<file path="src/hdl/sfm_pkg.sv">
`default_nettype none

package sfm_pkg;

    // Default sizing, handed to the top level parameters.
    localparam int TABLE_ENTRIES_DEF = 1024;
    localparam int COUNT_BITS_DEF    = 16;

    // Fixed field widths.
    localparam int ADDR_W     = 32;
    localparam int TIME_W     = 32;
    localparam int ETYPE_W    = 16;
    localparam int PROTO_W    = 8;
    localparam int KIND_W     = 8;
    localparam int OUT_CNT_W  = 16;
    localparam int CFG_IDX_W  = 3;
    localparam int CFG_DATA_W = 16;

    // Index reduction for a table depth that is not a power of two.
    localparam int IDX_STEP_BITS   = 4;
    localparam int IDX_STEP_CYCLES = ADDR_W / IDX_STEP_BITS;
    localparam int IDX_CNT_W       = $clog2(IDX_STEP_CYCLES);

    // Header codes.
    localparam logic [ETYPE_W-1:0] ETHERTYPE_IPV4    = 16'h0800;
    localparam logic [PROTO_W-1:0] PROTO_ICMP        = 8'd1;
    localparam logic [PROTO_W-1:0] PROTO_UDP         = 8'd17;
    localparam logic [KIND_W-1:0]  ICMP_ECHO_REQUEST = 8'd8;

    // Configuration register indexes.
    localparam logic [CFG_IDX_W-1:0] CFG_RATE_LIMIT      = 3'd0;
    localparam logic [CFG_IDX_W-1:0] CFG_RATE_WINDOW     = 3'd1;
    localparam logic [CFG_IDX_W-1:0] CFG_FLOOD_THRESHOLD = 3'd2;
    localparam logic [CFG_IDX_W-1:0] CFG_UDP_THRESHOLD   = 3'd3;
    localparam logic [CFG_IDX_W-1:0] CFG_WINDOW_SECONDS  = 3'd4;

    // Configuration reset values.
    localparam logic [15:0] RATE_LIMIT_RST      = 16'd1000;
    localparam logic [7:0]  RATE_WINDOW_RST     = 8'd1;
    localparam logic [15:0] FLOOD_THRESHOLD_RST = 16'd100;
    localparam logic [15:0] UDP_THRESHOLD_RST   = 16'd150;
    localparam logic [15:0] WINDOW_SECONDS_RST  = 16'd10;

    typedef struct packed {
        logic [15:0] rate_limit;
        logic [7:0]  rate_window_seconds;
        logic [15:0] flood_threshold;
        logic [15:0] udp_threshold;
        logic [15:0] window_seconds;
    } t_cfg;

    typedef struct packed {
        logic                 dropped;
        logic                 flood_alert;
        logic                 udp_alert;
        logic                 ping_alert;
        logic [OUT_CNT_W-1:0] window_count;
        logic [OUT_CNT_W-1:0] udp_window_count;
    } t_result;

    typedef struct packed {
        logic rd_en;
        logic wr_en;
    } t_mem_ctrl;

    typedef enum logic [1:0] {
        ST_IDLE,
        ST_INDEX,
        ST_UPDATE
    } t_state;

endpackage

`default_nettype wire

</file>
<file path="src/hdl/sfm_index.sv">
`default_nettype none

module sfm_index import sfm_pkg::*; #(
    parameter int TABLE_ENTRIES = TABLE_ENTRIES_DEF,
    parameter int IDX_W         = $clog2(TABLE_ENTRIES)
) (
    input  logic              i_clk,
    input  logic              i_rst_n,
    input  logic              i_start,
    input  logic [ADDR_W-1:0] i_src_addr,
    output logic              o_done,
    output logic [IDX_W-1:0]  o_idx
);

    localparam bit IS_POW2 = (TABLE_ENTRIES & (TABLE_ENTRIES - 1)) == 0;

    generate
        if (IS_POW2) begin : g_mask
            logic             r_done;
            logic [IDX_W-1:0] r_idx;

            // The remainder is the low address bits.
            always_ff @(posedge i_clk) begin
                if (!i_rst_n) begin
                    r_done <= 1'b0;
                end else begin
                    r_done <= i_start;
                end
            end

            always_ff @(posedge i_clk) begin
                if (i_start) begin
                    r_idx <= i_src_addr[IDX_W-1:0];
                end
            end

            assign o_done = r_done;
            assign o_idx  = r_idx;
        end else begin : g_reduce
            localparam logic [IDX_W:0] DIVISOR = (IDX_W + 1)'(TABLE_ENTRIES);

            logic                 r_busy;
            logic                 r_done;
            logic [IDX_CNT_W-1:0] r_cnt;
            logic [ADDR_W-1:0]    r_shift;
            logic [IDX_W-1:0]     r_rem;
            logic [IDX_W-1:0]     n_rem;

            // Restoring remainder, a few address bits per cycle, MSB first.
            always_comb begin
                logic [IDX_W:0] v_part;
                n_rem = r_rem;
                for (int k = 0; k < IDX_STEP_BITS; k++) begin
                    v_part = {n_rem, r_shift[ADDR_W-1-k]};
                    if (v_part >= DIVISOR) begin
                        v_part = v_part - DIVISOR;
                    end
                    n_rem = v_part[IDX_W-1:0];
                end
            end

            always_ff @(posedge i_clk) begin
                if (!i_rst_n) begin
                    r_busy <= 1'b0;
                    r_done <= 1'b0;
                    r_cnt  <= '0;
                end else if (i_start) begin
                    r_busy <= 1'b1;
                    r_done <= 1'b0;
                    r_cnt  <= '0;
                end else if (r_busy) begin
                    r_cnt  <= r_cnt + IDX_CNT_W'(1);
                    r_done <= (r_cnt == IDX_CNT_W'(IDX_STEP_CYCLES - 1));
                    r_busy <= (r_cnt != IDX_CNT_W'(IDX_STEP_CYCLES - 1));
                end else begin
                    r_done <= 1'b0;
                end
            end

            always_ff @(posedge i_clk) begin
                if (i_start) begin
                    r_shift <= i_src_addr;
                    r_rem   <= '0;
                end else if (r_busy) begin
                    r_shift <= r_shift << IDX_STEP_BITS;
                    r_rem   <= n_rem;
                end
            end

            assign o_done = r_done;
            assign o_idx  = r_rem;
        end
    endgenerate

endmodule

`default_nettype wire

</file>
<file path="config.mk">
export PLATFORM = sky130hd
export DESIGN_NAME = sfm_index
export DESIGN_NICKNAME = d
export VERILOG_FILES = /design/src/hdl/sfm_pkg.sv /design/src/hdl/sfm_index.sv
export SDC_FILE = /design/constraint.sdc
export NUM_CORES = 1
export LEC_CHECK = 0
export CAP_MARGIN = 10
export CORE_AREA = 2 2 39 41
export DETAILED_ROUTE_END_ITERATION = 10
export DIE_AREA = 0 0 41 43
export DONT_BUFFER_PORTS = 1
export MAX_ROUTING_LAYER = met4
export PLACE_DENSITY = 0.45
export SLEW_MARGIN = 20
export SYNTH_ARGS = -nofsm -noshare
export SYNTH_HDL_FRONTEND = slang
export SYNTH_SLANG_ARGS = --single-unit
</file>
<file path="constraint.sdc">
create_clock -name i_clk -period 0.8 [get_ports i_clk]
set_input_delay 0.04 -clock i_clk [delete_from_list [all_inputs] [get_ports i_clk]]
set_output_delay 0.04 -clock i_clk [all_outputs]
set_load 0.05 [all_outputs]
</file>
Word-level counts from Yosys, hierarchy flattened:

Cells that the tools add are included.

* output and inout port bits: 11
* word-level logic and storage cells: 2
* register bits after elaboration: 11
* bits of input ports: 35

Depth between registers and ports, before layout:

Gate-level depths: netlist (run 1).

* depth after elaboration: 0
* mapped depth: 1
* mapped depth without buffers: 1

Worst setup path after synthesis (run 1):

No wires, ideal clock.

* path kind: register to output
* start: reg g_mask.r_idx[0] (netlist: o_idx[0])
* end: out o_idx[0]
* data arrival time: 601 ps
* stages on the path, launching flop included: 1
* buffers on the path: 0
* required time: 760 ps
* slack: 159 ps
* path through: edfxtp_1

RTL lines
* from (decl): line sfm_index.sv:20 `logic [IDX_W-1:0] r_idx;`
* from (signal assigned): line sfm_index.sv:33 `r_idx <= i_src_addr[IDX_W-1:0];`
* to (decl): line sfm_index.sv:12 `output logic [IDX_W-1:0] o_idx`

No word-level cell between the ends.

Worst setup path after layout (run 1):

* start: reg g_mask.r_idx[1] (netlist: o_idx[1])
* end: out o_idx[1]

No word-level cell between the ends.

==> flow_summary.ini, run 1 <==
[floorplanning]
dieArea_um2 = 1763
coreArea_um2 = 1384
die_h_um = 43
io_pins = 46
initial_core_util = 0.2360
fp.dieW_um = 41
fp-row-count = 14

[min_path]
hp-class = in2reg
holdPathStages = 0
whs_endpoint = o_idx[7]
holdCritStartpoint = i_start

[logic_synthesis]
synth.area.top_cells = edfxtp_1, dfxtp_1, and2_1
yosys_warnings = 0
syn_inst = 12
synth_top_area_frac = 0.9195
synth-seq-cells = 11
syn-cell-area_um2 = 326.6
async_reset_ff_frac = 0
ys_seq_area_frac = 0.9808
synth-edff-count = 10
synthMostInstantiatedCell = edfxtp_1
synth_area_per_cell_um2 = 27.21
synth_top_cell_by_area = edfxtp_1
post_synth_num_cell_types = 3
syn_nets = 47
ys.flop_type = edfxtp_1
synth_common_cells = edfxtp_1, and2_1, dfxtp_1

[final_layout]
stdcell_count = 54
area_growth_pct = 94.25
final_nets = 74
n_antenna_cell = 0
multi_input_area_um2 = 6.256
drive_above_1_share = 0.3947
register_area_um2 = 321.6
design_area_um2 = 634.4
fillers = 126

[critical_path]
cp.depth = 1
crit_path_end_kind = primary output
path_class = reg2out
path_max_fanout = 1
crit_buf_inv = 1
cp.arrival_ps = 850
startpoint_type = register
slowest_delay_ps = 420
cp.required_ps = 760
crit_family = flip-flops
crit_chain = buf_12
slowest_stage = edfxtp_1

[pwr]
power_density_nw_per_um2 = 2173
peakVddDrop_mv = 0.8055
internal_power_w = 0.001007
p_clk_frac = 0.267
seqPwrFrac = 0.507
p_comb_frac = 0.226
swShare = 0.2697
leakagePower_nw = 0.2481
power.switching_w = 0.0003718

[sta]
worst_pin_slew_ps = 117.8
slew_violations = 0
fin_ws_ps = -91.39
relSlewSlack = 0.9217
tns_ps = -579.3
hold_slack_ps = -115.1
fin_crit_sh = 1.114
post-route-min-period_ps = 891.4
rsz0062_at_grt = yes
setup_violations = 10
fmax_mhz = 1122
finalHoldViolCount = 10

[place]
portBuffers = 0
pre_cts_ws_ps = 196.4
post_dp_cell_area_um2 = 466.7
gp_congestion = 0.5114
dp.cells = 39

[clock_tree]
hold_buffers = 11
cts.sinks = 11
cts_buffer_depth = 2
h-tree-depth = 1
numCtsBuffers = 3
clkTransAtPathRegs_ps = 70
cts_tree = built
root_buffer = clkbuf_4

[grt]
grt_pass1_vias = 199
grt_max_degree = 12
overflow = 0
grt_pass1_wl_um = 834
antenna_found_initial = 0
grtUsageTotal = 0.08351

[drt]
ant_nets = 0
dr.pass1.iters = 2
drt-initial-drc-count = 5
vias_per_cell = 3.815
wirelength_um = 606
wl_per_cell_um = 11.22
drc = 0
num_vias = 206

[outcome]
outcome = complete, but fails checks
violations = hold timing, setup timing

[run]
cap_violations = 0
==> state kept, by name (all words and copies together) (netlist names) <==
register / cells
o_done: 1
o_idx: 10
==> how the worst max path moves through the flow <==
stage | from | endpoint | slack (ps)
after floorplan | o_idx[0] | o_idx[0] | 160
after global placement | o_idx[7] | o_idx[7] | 200
after detailed placement | o_idx[1] | o_idx[1] | 200
after CTS | o_idx[1] | o_idx[1] | -100
after global routing | o_idx[6] | o_idx[6] | -110
final | o_idx[1] | o_idx[1] | -90
==> cell usage in the layout (no fill, tap or decap) <==
cell | netlist | final
dfxtp_2 | 0 | 1
edfxtp_1 | 10 | 10
clkbuf_1 | 0 | 1
buf_6 | 0 | 8
and2_1 | 1 | 1
dlygate4sd3_1 | 0 | 11
clkbuf_4 | 0 | 3
buf_12 | 0 | 3
==> power groups by stage <==
| stage | Sequential [W] | Combinational (W) | Clock [W] |
|---|---|---|---|
| after global routing | 0.000703 | 0.000322 | 0.000409 |
| after detailed placement | 0.000705 | 0.000251 | 0 |
| final | 0.000699 | 0.000311 | 0.000368 |
| after CTS | 0.000698 | 0.000312 | 0.000386 |
| after global placement | 0.000706 | 0.000252 | 0 |
| after floorplan | 0.000855 | 0.00000160 | 0 |
==> stage by stage <==
step,util,hold slack (ps),total power [W]
5_1_grt,0.4584,-132.3,0.001434
6_report,0.4584,-115.1,0.001379
4_1_cts,0.4575,-125.4,0.001396
3_5_place_dp,0.3373,138.9,0.0009563
2_1_floorplan,-,138.9,0.0008562
3_3_place_gp,0.3373,138.9,0.0009576
==> layout make-up <==
| class | count | share of cell area |
|---|---|---|
| Sequential cell | 11 | 0.5069 |
| Timing Repair Buffer | 22 | 0.4103 |
| Clock buffer | 4 | 0.04142 |
| Tap cell | 16 | 0.03156 |
| Multi-Input combinational cell | 1 | 0.009862 |
==> cells by family (layout without fill, tap and decap cells) <==
logic type             Yosys count  after routing  synth area share
flip-flops                      11             11            0.9809
buffers and inverters            0             26                 0
AND/OR/NAND/NOR                  1              1           0.01917
==> what timing repair did <==
item,CTS,global route
hold endpoints to repair,21,10
setup endpoints to repair,11,11
buffers inserted,0,0
gates resized for setup,8,1
==> routing by layer <==
layer	vias to the layer above	global-route usage	share of wire
met5	-	-	0
met4	0	0.08000	0
met3	0	0.03665	0.12
met2	15	0.1156	0.53
met1	94	0.08081	0.35
li1	97	-	-
(Power assumes the default switching activity.)
==> run 2, diff against run 1 <==
--- a/config.mk
+++ b/config.mk
@@ -5,6 +5,7 @@
 export SDC_FILE = /design/constraint.sdc
 export NUM_CORES = 1
 export LEC_CHECK = 0
+export ABC_AREA = 1
 export CAP_MARGIN = 10
 export CORE_AREA = 2 2 39 41
 export DETAILED_ROUTE_END_ITERATION = 10
==> run 2 against run 1 <==
- the run still ends with hold timing, setup timing left
- via count up 0.97%
- largest cell class unchanged
- sequential cell count stayed put
- setup slack improved by 1.5 ps
- critical endpoint is now o_idx[7]
- synthesized area increased by 0.38%
- global-route usage grew 0.24 points
- worst hold slack improved by 1.3 ps
- die area unchanged
- clock power decreased by 1%
- critical path type unchanged
- synthesized cell count is 8.3% higher
- first-iteration DRC count is 80% lower
- utilization up 0.090 points
==> flow_summary.ini, run 2 <==
[outcome]
outcome = complete, but fails checks
violations = hold timing, setup timing

[critical_path]
path_class = reg2out
cp.arrival_ps = 850
slowest_delay_ps = 420
cp.required_ps = 760
startpoint_type = register
crit_buf_inv = 1
crit_chain = buf_12
crit_path_end_kind = primary output
path_max_fanout = 1
slowest_stage = edfxtp_1
crit_family = flip-flops

[grt]
grtUsageTotal = 0.08586
grt_max_degree = 12
antenna_found_initial = 0
grt_pass1_wl_um = 938
overflow = 0
grt_pass1_vias = 246

[logic_synthesis]
yosys_warnings = 0
syn_nets = 48
post_synth_num_cell_types = 4
synthMostInstantiatedCell = edfxtp_1
synth-seq-cells = 11
syn-cell-area_um2 = 327.8
syn_inst = 13
synth-edff-count = 10
synth_area_per_cell_um2 = 25.22
synth.area.top_cells = edfxtp_1, dfxtp_1, inv_1
synth_top_cell_by_area = edfxtp_1
ys_seq_area_frac = 0.9771
ys.flop_type = edfxtp_1
synth_top_area_frac = 0.9160
synth_common_cells = edfxtp_1, dfxtp_1, inv_1, nand2_1
async_reset_ff_frac = 0

[clock_tree]
clkTransAtPathRegs_ps = 70
post_cts_buffers = 0
h-tree-depth = 1
numCtsBuffers = 3
root_buffer = clkbuf_4
cts_buffer_depth = 2
cts_tree = built
hold_buffers = 11
cts.sinks = 11

[sta]
finalHoldViolCount = 10
slew_violations = 0
hold_slack_ps = -113.8
relSlewSlack = 0.9220
fin_crit_sh = 1.112
post-route-min-period_ps = 889.9
worst_pin_slew_ps = 117.2
fmax_mhz = 1124
fin_ws_ps = -89.89
rsz0062_at_grt = yes
setup_violations = 10

[drt]
wirelength_um = 579
dr.max_layer_used = met3
wl_per_cell_um = 10.53
num_vias = 208
drt-initial-drc-count = 1
drc = 0
vias_per_cell = 3.782
ant_nets = 0
wl_met1_um = 161
wl_met3_um = 60
met2_length_um = 357
dr.pass1.iters = 2

[place]
post_dp_cell_area_um2 = 467.9
gp_congestion = 0.5598
portBuffers = 0
pre_cts_ws_ps = 191.9

[final_layout]
area_growth_pct = 93.89
drive_above_1_share = 0.3846
layout_commonest_cell = dlygate4sd3_1
n_antenna_cell = 0
final_nets = 75
final_cell_mix = dlygate4sd3_1, edfxtp_1, buf_6
design_area_um2 = 635.6
fillers = 134
largest_register_ffs = 10

[min_path]
holdCritStartpoint = i_start
hp-class = in2reg
whs_endpoint = o_idx[7]
holdPathStages = 0

[pwr]
leakagePower_nw = 0.2526
power_w = 0.001374
peakVddDrop_mv = 0.8561
power_density_nw_per_um2 = 2161

[floorplanning]
coreArea_um2 = 1384
dieArea_um2 = 1763
fp.dieW_um = 41
die_h_um = 43
initial_core_util = 0.2369
io_pins = 46
fp-row-count = 14

[run]
cap_violations = 0
-- run 2: cell count changes in the layout (fill, tap and decap cells not counted), sizes merged --
cell and delta:
and2 -1, nand2 +1, inv +1
-- run 2: where the power goes --
group	internal (W)	switching, W
Sequential	0.000677	0.0000222
Clock	0.000192	0.000171
Combinational	0.000137	0.000174
-- run 2: worst max path at each step --
stage          startpoint  cells after the start       end  slack (ps)
2_1_floorplan    o_idx[0]                      0  o_idx[0]         160
3_3_place_gp     o_idx[7]                      1  o_idx[7]         200
3_5_place_dp     o_idx[7]                      1  o_idx[7]         190
4_1_cts          o_idx[7]                      1  o_idx[7]        -100
5_1_grt          o_idx[7]                      1  o_idx[7]        -110
6_report         o_idx[7]                      1  o_idx[7]         -90
-- run 2: layer usage --
metal / up-vias / global-route usage
met5: - / -
met4: 0 / 0.06000
met3: 0 / 0.04188
met2: 13 / 0.1375
met1: 96 / 0.07143
li1: 99 / -
-- run 2: cell type report --
type | count | area, µm² | share of cell area
clock buffer | 4 | 26.28 | 0.04134
inverter | 1 | 3.754 | 0.005906
multi-input combinational | 1 | 3.754 | 0.005906
sequential | 11 | 321.6 | 0.5059
tap | 16 | 20.02 | 0.03150
timing repair buffer | 22 | 260.3 | 0.4094
-- run 2: what timing repair did --
action	CTS	global route
cloned	0	0
gates resized for setup	8	1
endpoints found under the setup margin	11	11
endpoints found under the hold margin	21	10
-- run 2: logic make-up after synthesis --
| kind of cell | after synthesis | synth area share |
|---|---|---|
| buf+inv | 1 | 0.01144 |
| simple gates | 1 | 0.01144 |
| flops | 11 | 0.9771 |
-- run 2: through the flow --
| step | instances | TNS [ps] | hold WS, ps | utilization |
|---|---|---|---|---|
| global route | 55 | -908.1 | -131.0 | 0.4593 |
| detailed placement | 40 | 0 | 138.9 | 0.3382 |
| global placement | 40 | 0 | 138.9 | 0.3382 |
| finish | 55 | -549.8 | -113.8 | 0.4593 |
| floorplan | 13 | 0 | 133.5 | - |
| CTS | 55 | -698.0 | -124.2 | 0.4584 |
