## config.mk

```make
export PLATFORM = sky130hd
export DESIGN_NAME = sfm_update
export DESIGN_NICKNAME = d
export VERILOG_FILES = /design/src/hdl/sfm_pkg.sv /design/src/hdl/sfm_update.sv
export SDC_FILE = /design/constraint.sdc
export NUM_CORES = 1
export LEC_CHECK = 0
export BUFFER_PORTS_ARGS = -buffer_cell sky130_fd_sc_hd__buf_4
export CELL_PAD_IN_SITES_DETAIL_PLACEMENT = 1
export CELL_PAD_IN_SITES_GLOBAL_PLACEMENT = 2
export CORE_ASPECT_RATIO = 0.7
export CORE_MARGIN = 2
export CORE_UTILIZATION = 28
export DETAILED_ROUTE_END_ITERATION = 6
export GPL_TIMING_DRIVEN = 0
export PLACE_DENSITY_LB_ADDON = 0.1
export SYNTH_ARGS = -nofsm -noshare
export SYNTH_HDL_FRONTEND = slang
export SYNTH_SLANG_ARGS = --single-unit
export TNS_END_PERCENT = 20
```

## constraint.sdc

```tcl
create_clock -name vclk -period 17.4
set_input_delay 2.61 -clock vclk [all_inputs]
set_output_delay 2.61 -clock vclk [all_outputs]
set_load 0.01 [all_outputs]
```

## src/hdl/sfm_pkg.sv

```systemverilog
`default_nettype none

package sfm_pkg;

    // Default sizing, handed to the top level parameters.
    localparam int TABLE_ENTRIES_DEF = 1024;
    localparam int COUNT_BITS_DEF    = 16;

    // Fixed field widths.
    localparam int ADDR_W     = 32;
    localparam int TIME_W     = 32;
    localparam int ETYPE_W    = 16;
    localparam int PROTO_W    = 8;
    localparam int KIND_W     = 8;
    localparam int OUT_CNT_W  = 16;
    localparam int CFG_IDX_W  = 3;
    localparam int CFG_DATA_W = 16;

    // Index reduction for a table depth that is not a power of two.
    localparam int IDX_STEP_BITS   = 4;
    localparam int IDX_STEP_CYCLES = ADDR_W / IDX_STEP_BITS;
    localparam int IDX_CNT_W       = $clog2(IDX_STEP_CYCLES);

    // Header codes.
    localparam logic [ETYPE_W-1:0] ETHERTYPE_IPV4    = 16'h0800;
    localparam logic [PROTO_W-1:0] PROTO_ICMP        = 8'd1;
    localparam logic [PROTO_W-1:0] PROTO_UDP         = 8'd17;
    localparam logic [KIND_W-1:0]  ICMP_ECHO_REQUEST = 8'd8;

    // Configuration register indexes.
    localparam logic [CFG_IDX_W-1:0] CFG_RATE_LIMIT      = 3'd0;
    localparam logic [CFG_IDX_W-1:0] CFG_RATE_WINDOW     = 3'd1;
    localparam logic [CFG_IDX_W-1:0] CFG_FLOOD_THRESHOLD = 3'd2;
    localparam logic [CFG_IDX_W-1:0] CFG_UDP_THRESHOLD   = 3'd3;
    localparam logic [CFG_IDX_W-1:0] CFG_WINDOW_SECONDS  = 3'd4;

    // Configuration reset values.
    localparam logic [15:0] RATE_LIMIT_RST      = 16'd1000;
    localparam logic [7:0]  RATE_WINDOW_RST     = 8'd1;
    localparam logic [15:0] FLOOD_THRESHOLD_RST = 16'd100;
    localparam logic [15:0] UDP_THRESHOLD_RST   = 16'd150;
    localparam logic [15:0] WINDOW_SECONDS_RST  = 16'd10;

    typedef struct packed {
        logic [15:0] rate_limit;
        logic [7:0]  rate_window_seconds;
        logic [15:0] flood_threshold;
        logic [15:0] udp_threshold;
        logic [15:0] window_seconds;
    } t_cfg;

    typedef struct packed {
        logic                 dropped;
        logic                 flood_alert;
        logic                 udp_alert;
        logic                 ping_alert;
        logic [OUT_CNT_W-1:0] window_count;
        logic [OUT_CNT_W-1:0] udp_window_count;
    } t_result;

    typedef struct packed {
        logic rd_en;
        logic wr_en;
    } t_mem_ctrl;

    typedef enum logic [1:0] {
        ST_IDLE,
        ST_INDEX,
        ST_UPDATE
    } t_state;

endpackage

`default_nettype wire

```

## src/hdl/sfm_update.sv

```systemverilog
`default_nettype none

module sfm_update import sfm_pkg::*; #(
    parameter int COUNT_BITS = COUNT_BITS_DEF,
    parameter int WORD_W     = 2 + 4 * ADDR_W + 3 * COUNT_BITS
) (
    input  logic               i_ipv4,
    input  logic [ADDR_W-1:0]  i_src_addr,
    input  logic [PROTO_W-1:0] i_ip_protocol,
    input  logic [KIND_W-1:0]  i_icmp_kind,
    input  logic [TIME_W-1:0]  i_now_seconds,
    input  t_cfg               i_cfg,
    input  logic [WORD_W-1:0]  i_entry,
    output logic [WORD_W-1:0]  o_entry,
    output t_result            o_result
);

    typedef struct packed {
        logic                  udp_valid;
        logic                  valid;
        logic [ADDR_W-1:0]     tag;
        logic [TIME_W-1:0]     rate_start;
        logic [COUNT_BITS-1:0] rate_count;
        logic [TIME_W-1:0]     window_start;
        logic [COUNT_BITS-1:0] flood_count;
        logic [TIME_W-1:0]     udp_start;
        logic [COUNT_BITS-1:0] udp_count;
    } t_entry;

    function automatic logic [COUNT_BITS-1:0] sat_inc(input logic [COUNT_BITS-1:0] v);
        return (v == '1) ? v : v + COUNT_BITS'(1);
    endfunction

    t_entry                old_e;
    t_entry                new_e;
    logic                  fresh;
    logic [TIME_W-1:0]     rate_age;
    logic [TIME_W-1:0]     win_age;
    logic [TIME_W-1:0]     udp_age;
    logic [COUNT_BITS-1:0] rate_base;
    logic [COUNT_BITS-1:0] rate_next;
    logic [COUNT_BITS-1:0] pkt_inc;
    logic [COUNT_BITS-1:0] udp_inc;
    logic                  drop;

    assign old_e = t_entry'(i_entry);

    // Elapsed times wrap modulo the time width.
    always_comb begin
        fresh     = !(old_e.valid && (old_e.tag == i_src_addr));
        rate_age  = i_now_seconds - old_e.rate_start;
        win_age   = i_now_seconds - old_e.window_start;
        udp_age   = i_now_seconds - old_e.udp_start;
        pkt_inc   = sat_inc(old_e.flood_count);
        udp_inc   = sat_inc(old_e.udp_count);
        rate_base = old_e.rate_count;
        if (fresh || (rate_age > TIME_W'(i_cfg.rate_window_seconds))) begin
            rate_base = '0;
        end
        rate_next = sat_inc(rate_base);
        drop      = 32'(rate_next) > 32'(i_cfg.rate_limit);
    end

    // Rate limiter, then the flood and UDP windows of an accepted packet.
    always_comb begin
        new_e    = old_e;
        o_result = '0;

        new_e.valid      = 1'b1;
        new_e.tag        = i_src_addr;
        new_e.rate_count = rate_next;
        if (fresh || (rate_age > TIME_W'(i_cfg.rate_window_seconds))) begin
            new_e.rate_start = i_now_seconds;
        end
        if (fresh) begin
            new_e.udp_valid    = 1'b0;
            new_e.window_start = i_now_seconds;
            new_e.flood_count  = '0;
        end

        if (drop) begin
            o_result.dropped = 1'b1;
        end else begin
            // Packet-count window.
            if (fresh || (win_age > TIME_W'(i_cfg.window_seconds))) begin
                new_e.window_start = i_now_seconds;
                new_e.flood_count  = COUNT_BITS'(1);
            end else begin
                new_e.flood_count    = pkt_inc;
                o_result.flood_alert = 32'(pkt_inc) > 32'(i_cfg.flood_threshold);
            end
            o_result.window_count = OUT_CNT_W'(new_e.flood_count);

            o_result.ping_alert = (i_ip_protocol == PROTO_ICMP) &&
                                  (i_icmp_kind == ICMP_ECHO_REQUEST);

            // UDP window; its valid bit was cleared above for a new source.
            if (i_ip_protocol == PROTO_UDP) begin
                if (!new_e.udp_valid || (udp_age > TIME_W'(i_cfg.window_seconds))) begin
                    new_e.udp_valid = 1'b1;
                    new_e.udp_start = i_now_seconds;
                    new_e.udp_count = COUNT_BITS'(1);
                end else begin
                    new_e.udp_count    = udp_inc;
                    o_result.udp_alert = 32'(udp_inc) > 32'(i_cfg.udp_threshold);
                end
                o_result.udp_window_count = OUT_CNT_W'(new_e.udp_count);
            end
        end

        // A frame that is not IPv4 gives an all-zero word.
        if (!i_ipv4) begin
            o_result = '0;
        end
    end

    assign o_entry = WORD_W'(new_e);

endmodule

`default_nettype wire

```

# Yosys cells after proc, flatten, opt, wreduce, memory -nomap -nowiden
# Cells that the tools add are included.
[classes]
addsub = 6
n_lt_le_gt_ge = 6
eq_ne = 7
n_mux = 23
n_reduce_logical = 7
[ops]
columns = ["op", "count"]
rows = [
  ["16-bit 2-to-1 mux", 7],
  ["32-bit 2-to-1 mux", 3],
  ["48-bit 2-to-1 mux", 2],
  ["96-bit 2-to-1 mux", 1],
  ["32-bit subtractor", 3],
  ["32-bit by 16-bit > comparator with 1-bit output", 2],
  ["16-bit by 1-bit adder with 16-bit output, second input constant", 3],
  ["16-bit equality test, second input constant", 3],
  ["16-bit > comparator", 3],
  ["36-bit 2-to-1 mux", 1],
  ["35-bit 2-to-1 mux", 1],
  ["32-bit equality test", 1],
  ["32-bit by 8-bit > comparator with 1-bit output", 1],
  ["8-bit by 1-bit equality test with 1-bit output, second input constant", 1],
  ["8-bit by 4-bit equality test with 1-bit output, second input constant", 1],
  ["8-bit by 5-bit equality test with 1-bit output, second input constant", 1],
  ["1-bit 2-to-1 mux", 8],
  ["1-bit logical OR", 3],
  ["1-bit logical AND", 2],
  ["1-bit logical NOT", 2],
]
[totals]
reg_bits = 0
input_bits = 331
output_inout_bits = 214

# Logic depth before layout (Yosys ltp)
# Gate-level depths: netlist of run 1.
[logic_depth]
ltp_word = 10
mapped_depth = 41

# Worst setup path after synthesis of run 1
# Ideal clock, no wire load.
[synth_timing]
path_type = "input to output"
from = "in i_now_seconds[0]"
to = "out o_entry[86]"
t_arrival_ns = 10.650
setup_slack_ns = 4.140
cell_stages = 37
n_path_buf = 2
cell_sequence = "inv_1 ha_1 fa_1 nand2b_1 a21oi_2 nor2_1 xnor2_1 ha_1 nand4_1 a211oi_1 a2111o_1 nor4_1 nand4_1 or4_1 nor4_1 or4b_1 clkbuf_1 nor2_1 ha_1 nand2_1 nor2_1 and2_1 nand4_1 or2_2 nor4_1 mux2_2 ha_1 nor2b_1 o21a_1 o21a_1 o21ai_0 a21oi_1 o2111ai_1 nand2_1 a22oi_1 clkbuf_1 mux2_2"
[synth_via]
elab_chain_cells = 8
[synth_rtl]
columns = ["item", "line", "source"]
rows = [
  ["start: declaration", "sfm_update.sv:11", "input logic [TIME_W-1:0] i_now_seconds,"],
  ["32-bit subtractor (*)", "sfm_update.sv:51", "rate_age = i_now_seconds - old_e.rate_start;"],
  ["32-bit by 8-bit > comparator with 1-bit output (*)", "sfm_update.sv:57", "if (fresh || (rate_age > TIME_W'(i_cfg.rate_window_seconds))) begin"],
  ["1-bit logical OR (*)", "sfm_update.sv:57", ""],
  ["16-bit 2-to-1 mux (*)", "sfm_update.sv:57", ""],
  ["16-bit by 1-bit adder with 16-bit output / 16-bit equality test (equally long branches)", "sfm_update.sv:31", "return (v == '1) ? v : v + COUNT_BITS'(1);"],
  ["16-bit 2-to-1 mux (*)", "sfm_update.sv:31", ""],
  ["net o_entry[97]", "sfm_update.sv:14", "output logic [WORD_W-1:0] o_entry,"],
  ["16-bit > comparator (*)", "sfm_update.sv:61", "drop = 32'(rate_next) > 32'(i_cfg.rate_limit);"],
  ["96-bit 2-to-1 mux (*)", "sfm_update.sv:81", "if (drop) begin"],
  ["end: declaration", "sfm_update.sv:14", ""],
]
# The timed path passes the listed nets; every way through them passes the cells marked *.

# Final worst setup path of run 1
[layout_timing]
from = "in i_now_seconds[0]"
to = "out o_entry[87]"
[layout_via]
elab_chain_cells = 8
[layout_rtl]
columns = ["item", "line"]
rows = [
  ["32-bit subtractor", "sfm_update.sv:51"],
  ["32-bit by 8-bit > comparator with 1-bit output", "sfm_update.sv:57"],
  ["1-bit logical OR", "sfm_update.sv:57"],
  ["16-bit 2-to-1 mux", "sfm_update.sv:57"],
  ["16-bit by 1-bit adder with 16-bit output / 16-bit equality test (equally long branches)", "sfm_update.sv:31"],
  ["16-bit 2-to-1 mux", "sfm_update.sv:31"],
  ["16-bit > comparator", "sfm_update.sv:61"],
  ["96-bit 2-to-1 mux (*)", "sfm_update.sv:81"],
]
# Every way passes the cells marked *; elsewhere a longest branch is shown, timed or not.

==> qor.yml, run 1 <==
yosys:
  yosysSeqAreaShare: 0
  syn_nets: 2444
  syn_area_sq_um: 12900
  synth_area_leader_cell: "ha_1"
  synthTopCellsByArea: "ha_1, inv_1, mux2_2"
  synth_xor_area_frac: 0.0706
  synthAdderAreaFrac: 0.183
  synth_top_cell_area_share: 0.178
  muxShareOfSynthArea: 0.113
  avgSynthCellArea_sq_um: 6.70
  synthSimpleGateAreaFrac: 0.269
  synthDistinctLibCells: 83
  synth_cells: 1926
  synth_compound_area_frac: 0.253
  synth_top_family_by_area: "simple AND/OR/NAND/NOR gates"
  ys_warn_count: 0
layout:
  syn_to_final_growth_pct: 37.3
  n_fill_cell: 5855
  diodes: 0
  regArea_sq_um: 0
  final_layout_size_suffix_gt1_frac: 0.288
  final_cell_mix: "buf_4, inv_1, ha_1"
  layout.cells.non_filler: 3069
  flops_and_latches: 0
  nClkBuffers: 0
  layout.nets: 2986
  mostFrequentLayoutCell: "buf_4"
detailed_routing:
  first_iter_violations: 956
  drc: 0
  final_antenna_net_count: 0
  num_vias: 16400
  vias_per_cell: 5.35
  wirelength_um: 64800
  wl_per_cell_um: 21.1
  first_pass_iters: 5
power_and_ir_drop:
  p_per_area_nw_per_um2: 29.6
  cellLeakagePower_uw: 0.00897
  irDropWorstVdd_mv: 0.00966
  p_total_uw: 525
sta:
  fmaxAchievable_mhz: 60.6
  rsz0062_at_grt: "no"
  maxSlewHeadroom: 0.194
  tns_ps: 0
  setup-violations-final: 0
  period_share: 0.949
  hold_violations: 0
  tightestPinTransition_ps: 1200
  slew_viol_final: 0
  finalWorstPathRequiredPeriod_ps: 16510
worst_hold_path:
  holdPathStages: 3
  hold_end: "o_entry[159]"
  min_from: "i_src_addr[15]"
  hp-class: "input port to output port"
floorplan:
  rows: 65
  fp.coreArea_sq_um: 45300
  dieArea_sq_um: 47900
  start_util: 0.285
  io_pins: 545
  die_w_um: 261
  die_y_um: 184
grt:
  overflow: 0
  grt_max_degree: 11
  grtUsageTotal: 0.257
  grt_antenna_before_repair: 1
  grt_pass1_vias: 17000
  grt_pass1_wl_um: 96900
clock_tree:
  post_cts_resized: 0
  cts_setup_buffers: 0
  hold_buffers: 0
worst_setup_path:
  path_common_cell: "ha_1"
  start_kind: "input port"
  critPathKind: "input port to output port"
  crit_fanout: 10
  worstPathRequired_ps: 14790
  arrival_ps: 13900
  crit_slowest_cell: "a22oi_1"
  critPathMaxStageDelay_ps: 1040
  end_kind: "output port"
placement:
  gp_congestion: 0.937
  numPortBuffers: 540
  dp_hpwl_um: 57200
  dp.cells: 3069
run:
  cap_violations: 0
run_status:
  status: "finished, final reports clean"
cells by family after synthesis:
group | Yosys count
AOI/OAI and AO/OA | 497
and+or+nand+nor | 682
muxes | 123
buffers and inverters | 332
adders and majority gates | 187
other | 1
xor gates and xnor gates | 104
through the flow:
stage	hold slack (ps)	setup slack, ps	util	area [sq um]
after global routing	5510	213	0.391	17700
after CTS	5500	927	0.391	17700
final	5500	888	0.391	17700
after floorplan	5310	4140	-	12900
after global placement	5500	1030	0.391	17700
after detailed placement	5500	979	0.391	17700
layer usage:
metal / global-route usage / share of wire / vias to the layer above
li1: - / - / 8007
met1: 0.352 / 0.47 / 7937
met2: 0.439 / 0.47 / 396
met3: 0.0236 / 0.043 / 68
met4: 0.0489 / 0.021 / 0
met5: 0 / 0 / -
report_power, final:
| group | total [uW] | internal, uW | leakage (uW) | switching [uW] |
|---|---|---|---|---|
| Clock | 0 | 0 | 0 | 0 |
| Sequential | 0 | 0 | 0 | 0 |
| Combinational | 525 | 230 | 0.00897 | 295 |
final cells by class:
type	instances	area, sq um	share of cell area
buffer	102	566	0.0319
inverter	230	863	0.0487
multi-input combinational	1594	11500	0.648
tap	603	754	0.0426
timing repair buffer	540	4050	0.229
worst max path at each step:
stage	startpoint	endpoint	slack (ps)
6_report	i_now_seconds[0]	o_entry[87]	890
5_1_grt	i_src_addr[22]	o_entry[87]	210
4_1_cts	i_src_addr[26]	o_entry[87]	930
3_5_place_dp	i_src_addr[22]	o_entry[87]	980
3_3_place_gp	i_src_addr[22]	o_entry[87]	1030
2_1_floorplan	i_now_seconds[0]	o_entry[86]	4140
worst max-delay path, delay by kind of cell:
kind | cells | cell delay [ps]
simple gates | 17 | 4370
buf+inv | 5 | 1530
fa+ha+maj | 4 | 1120
mux | 2 | 890
xor+xnor | 1 | 170
compound gates | 10 | 3190
synth_stat cells, types with 28 or more instances:
master and instances:
a21o_1 54, a21oi_1 138, buf_4 33, clkbuf_1 54, ha_1 184, inv_1 230, mux2_2 72, nand2_1 156
nand2b_1 31, nand3_1 53, nand4_1 68, nor2_1 155, nor2b_1 28, nor3_1 42, o21ai_0 100, xnor2_1 75
xor2_1 29
(Power assumes the default switching activity.)
==> inputs of run 2 (changes only) <==
Settings changed: RECOVER_POWER set to 100.
==> run 2 against run 1 <==
Against the previous run: clock-buffer cell count did not move; combinational power fell by 3%; power fell by 2.7%; highest routed layer unchanged; routed wire length fell by 0.21%; sequential share of layout area did not move; critical endpoint unchanged; largest power group unchanged.
==> qor.yml, run 2 (synthesis gave the netlist of run 1 again) <==
worst_setup_path:
  arrival_ps: 14010  # +110 ps
  end_kind: "output port"
  crit_slowest_cell: "a22oi_1"
  path_common_cell: "ha_1"
  start_kind: "input port"
  worstPathRequired_ps: 14790  # about the same
  critPathMaxStageDelay_ps: 1040  # about the same
  crit_fanout: 10  # unchanged
  critPathKind: "input port to output port"
sta:
  period_share: 0.955  # +0.00598
  rsz0062_at_grt: "no"
  finalWorstPathRequiredPeriod_ps: 16620  # +104 ps
  tns_ps: 0  # unchanged
  timing.hold.ws_ps: 5530  # +33.0 ps
  tightestPinTransition_ps: 1180  # -13.7 ps
  slew_viol_final: 0  # unchanged
  setup-violations-final: 0  # unchanged
  maxSlewHeadroom: 0.203  # +0.00924
  fmaxAchievable_mhz: 60.2  # -0.63%
  hold_violations: 0  # unchanged
grt:
  use_met3: 0.0236  # unchanged
  overflow: 0  # unchanged
  use_met1: 0.352  # unchanged
  grtUsageTotal: 0.257  # unchanged
  grt_pass1_vias: 17000  # unchanged
  grt_max_degree: 11  # unchanged
  grt_antenna_before_repair: 1  # unchanged
  grt_pass1_wl_um: 96900  # unchanged
  grt.busiest_layer: "met2"
  use_met2: 0.439  # unchanged
floorplan:
  start_util: 0.285  # unchanged
  io_pins: 545  # unchanged
  die_y_um: 184  # unchanged
  rows: 65  # unchanged
  fp.coreArea_sq_um: 45300  # unchanged
  die_w_um: 261  # unchanged
  dieArea_sq_um: 47900  # unchanged
layout:
  mostFrequentLayoutCell: "buf_4"
  final_cell_mix: "buf_4, clkbuf_1, inv_1"
  nClkBuffers: 0  # unchanged
  flops_and_latches: 0  # unchanged
  layout.nets: 2986  # unchanged
  multiInputGateArea_sq_um: 11400  # -0.78%
  fin_util: 0.373  # -0.0177
  final_layout_size_suffix_gt1_frac: 0.202  # -0.0856
  syn_to_final_growth_pct: 31.1
  regArea_sq_um: 0  # unchanged
  n_fill_cell: 6011  # +2.7%
detailed_routing:
  wl_per_cell_um: 21.1  # -0.24%
  first_iter_violations: 973  # +1.8%
  final_antenna_net_count: 0  # unchanged
  vias_per_cell: 5.34  # -0.15%
  wirelength_um: 64700  # -0.21%
  first_pass_iters: 5  # unchanged
  drc: 0  # unchanged
  num_vias: 16400  # -0.12%
worst_hold_path:
  holdPathStages: 3  # unchanged
  hp-class: "input port to output port"
power_and_ir_drop:
  power.net_switching_uw: 293  # -0.37%
  irDropWorstVdd_mv: 0.00849  # -12%
  p_seq_frac: 0  # unchanged
  p_int_uw: 217  # -5.8%
  p_clk_frac: 0  # unchanged
  cellLeakagePower_uw: 0.00813  # -9.4%
  switching_share: 0.575  # +0.0136
  p_per_area_nw_per_um2: 30.2  # +1.9%
  pwr-share-comb: 1.000  # about the same
clock_tree:
  cts_setup_buffers: 0  # unchanged
  post_cts_resized: 0  # unchanged
  hold_buffers: 0  # unchanged
placement:
  numPortBuffers: 540  # unchanged
  dp_hpwl_um: 57200  # unchanged
  gp_congestion: 0.937  # unchanged
run_status:
  status: "finished, final reports clean"
run:
  cap_violations: 0  # unchanged
==> run 2: path summary, 6_finish.rpt <==
check             start      endpoint  slack (ps)
min      i_src_addr[15]  o_entry[159]        5530
max    i_now_seconds[0]   o_entry[87]         780
==> run 2: power groups by stage <==
stage | clock network, uW | registers [uW] | logic [uW]
after CTS | 0 | 0 | 522
after global routing | 0 | 0 | 567
after global placement | 0 | 0 | 509
final | 0.00000105 | 0 | 510
after floorplan | 0 | 0 | 309
after detailed placement | 0 | 0 | 519
==> run 2: final cells by class <==
class / count / area share
multi-input cells: 1594 / 0.673
repair buffers: 540 / 0.200
inverters: 230 / 0.0510
well taps: 603 / 0.0446
plain buffers: 102 / 0.0306
diodes: 1 / 0.000148
==> run 2: per-layer routing <==
| layer | part of all wire | vias up | routed length [um] |
|---|---|---|---|
| met5 | 0 | - | 0 |
| li1 | - | 8012 | - |
| met3 | 0.042 | 62 | 2690 |
| met4 | 0.019 | 0 | 1210 |
| met1 | 0.47 | 7929 | 30300 |
| met2 | 0.47 | 386 | 30500 |
==> run 2: critical path: cells and delay by family <==
family / cells / cell delay [ps]
AND/OR/NAND/NOR: 17 / 4400
multiplexers: 2 / 880
adder cells (fa/ha/maj): 4 / 1140
XOR/XNOR: 1 / 170
buffers and inverters: 5 / 1600
AO/OA/AOI/OAI: 10 / 3160
==> run 2: through the flow <==
step | instance area (sq um) | cells | total power [uW] | setup slack (ps)
after global placement | 17700 | 3069 | 509 | 1030
after CTS | 17700 | 3069 | 522 | 927
after floorplan | 12900 | 1926 | 309 | 4140
after global routing | 16900 | 3069 | 567 | 135
after detailed placement | 17700 | 3069 | 519 | 979
final | 16900 | 3070 | 510 | 784
==> inputs of run 3 (changes only) <==
Settings changed: RECOVER_POWER 100 to 25.
==> run 3 against run 2 <==
Against the previous run: non-clock buffer count unchanged; largest cell class unchanged; fmax grew 0.55%; die area unchanged; final cell count about the same; critical endpoint unchanged; largest power group unchanged; first-iteration DRC count fell by 7.0%.
==> qor.yml, run 3 (synthesis gave the netlist of run 1 again) <==
layout:
  final_layout_size_suffix_gt1_frac: 0.266  # +0.0641
  regArea_sq_um: 0  # unchanged
  final_cell_mix: "buf_4, inv_1, ha_1"
  layout.nets: 2986  # unchanged
  syn_to_final_growth_pct: 35.5
  diodes: 0  # -1
  nClkBuffers: 0  # unchanged
  multiInputGateArea_sq_um: 11400  # +0.36%
  n_fill_cell: 5888  # -2.0%
  mostFrequentLayoutCell: "buf_4"
  flops_and_latches: 0  # unchanged
sta:
  timing.hold.ws_ps: 5530  # unchanged
  hold_violations: 0  # unchanged
  worst_slack_ps: 874  # +90.6 ps
  fmaxAchievable_mhz: 60.5  # +0.55%
  maxSlewHeadroom: 0.137  # -0.0666
  finalWorstPathRequiredPeriod_ps: 16530  # -90.6 ps
  slew_viol_final: 0  # unchanged
  rsz0062_at_grt: "no"
  tns_ps: 0  # unchanged
  period_share: 0.950  # -0.00521
  setup-violations-final: 0  # unchanged
  tightestPinTransition_ps: 1280  # +99.0 ps
power_and_ir_drop:
  p_seq_frac: 0  # unchanged
  p_per_area_nw_per_um2: 29.7  # -1.5%
  switching_share: 0.566  # -0.00919
  p_int_uw: 226  # +4.0%
  power.net_switching_uw: 294  # +0.16%
  cellLeakagePower_uw: 0.00874  # +7.5%
  p_clk_frac: 0  # unchanged
  p_total_uw: 520  # +1.8%
  pwr-share-comb: 1.000  # about the same
  irDropWorstVdd_mv: 0.00850  # about the same
detailed_routing:
  final_antenna_net_count: 0  # unchanged
  wirelength_um: 64700  # about the same
  vias_per_cell: 5.34  # +0.11%
  drc: 0  # unchanged
  first_pass_iters: 5  # unchanged
  num_vias: 16400  # +0.073%
  first_iter_violations: 905  # -7.0%
  wl_per_cell_um: 21.1  # about the same
clock_tree:
  hold_buffers: 0  # unchanged
  cts_setup_buffers: 0  # unchanged
  post_cts_resized: 0  # unchanged
worst_setup_path:
  crit_slowest_cell: "nor4_1"
  worstPathRequired_ps: 14790  # about the same
  startpoint: "i_src_addr[0]"
  start_kind: "input port"
  path_common_cell: "nor4_1"
  critPathKind: "input port to output port"
  arrival_ps: 13920  # -90 ps
  critPathMaxStageDelay_ps: 1080  # +40 ps
  end_kind: "output port"
  critical_path.top_delay_family: "simple AND/OR/NAND/NOR gates"
  cp_num_buf_inv: 4  # -1
  crit_fanout: 10  # unchanged
floorplan:
  start_util: 0.285  # unchanged
  fp.coreArea_sq_um: 45300  # unchanged
  die_y_um: 184  # unchanged
  io_pins: 545  # unchanged
  dieArea_sq_um: 47900  # unchanged
  die_w_um: 261  # unchanged
  rows: 65  # unchanged
grt:
  grt_max_degree: 11  # unchanged
  grt_pass1_wl_um: 96900  # unchanged
  grt_pass1_vias: 17000  # unchanged
  grtUsageTotal: 0.257  # unchanged
  grt_antenna_before_repair: 1  # unchanged
  overflow: 0  # unchanged
placement:
  dp_slack_ps: 979  # unchanged
  numPortBuffers: 540  # unchanged
  dp_hpwl_um: 57200  # unchanged
  gp_congestion: 0.937  # unchanged
worst_hold_path:
  min_from: "i_src_addr[15]"
  hp-class: "input port to output port"
run_status:
  status: "finished, final reports clean"
run:
  cap_violations: 0  # unchanged
## run 3: area by class of cell
| type | instances | share of cell area |
|---|---|---|
| multi-input cells | 1594 | 0.654 |
| repair buffers | 540 | 0.224 |
| inverters | 230 | 0.0494 |
| well taps | 603 | 0.0432 |
| plain buffers | 102 | 0.0296 |
## run 3: power by group through the flow
stage	Combinational (uW)	Clock [uW]	Sequential, uW
floorplan	309	0	0
CTS	522	0	0
global route	576	0	0
finish	520	0	0
global placement	509	0	0
detailed placement	519	0	0
## run 3: path summary, 6_finish.rpt
check	slack (ps)	depth (start not counted)	end
hold / removal	5530	3	o_entry[159]
setup / recovery	870	32	o_entry[87]
## run 3: per-layer routing
metal	up-vias	GRT usage	wire, um
met5	-	0	0
met4	0	0.0489	1370
met3	66	0.0236	3120
met2	427	0.439	30300
met1	7906	0.352	29900
li1	8002	-	-
## run 3: through the flow
stage	cell area, sq um	utilization	std cells
floorplan	12900	-	1926
global placement	17700	0.391	3069
detailed placement	17700	0.391	3069
CTS	17700	0.391	3069
global route	17500	0.386	3069
finish	17500	0.386	3069
## run 3: worst min-delay path: stages
cell and delay (ps):
buf_4 90, buf_4 90, clkbuf_1 140
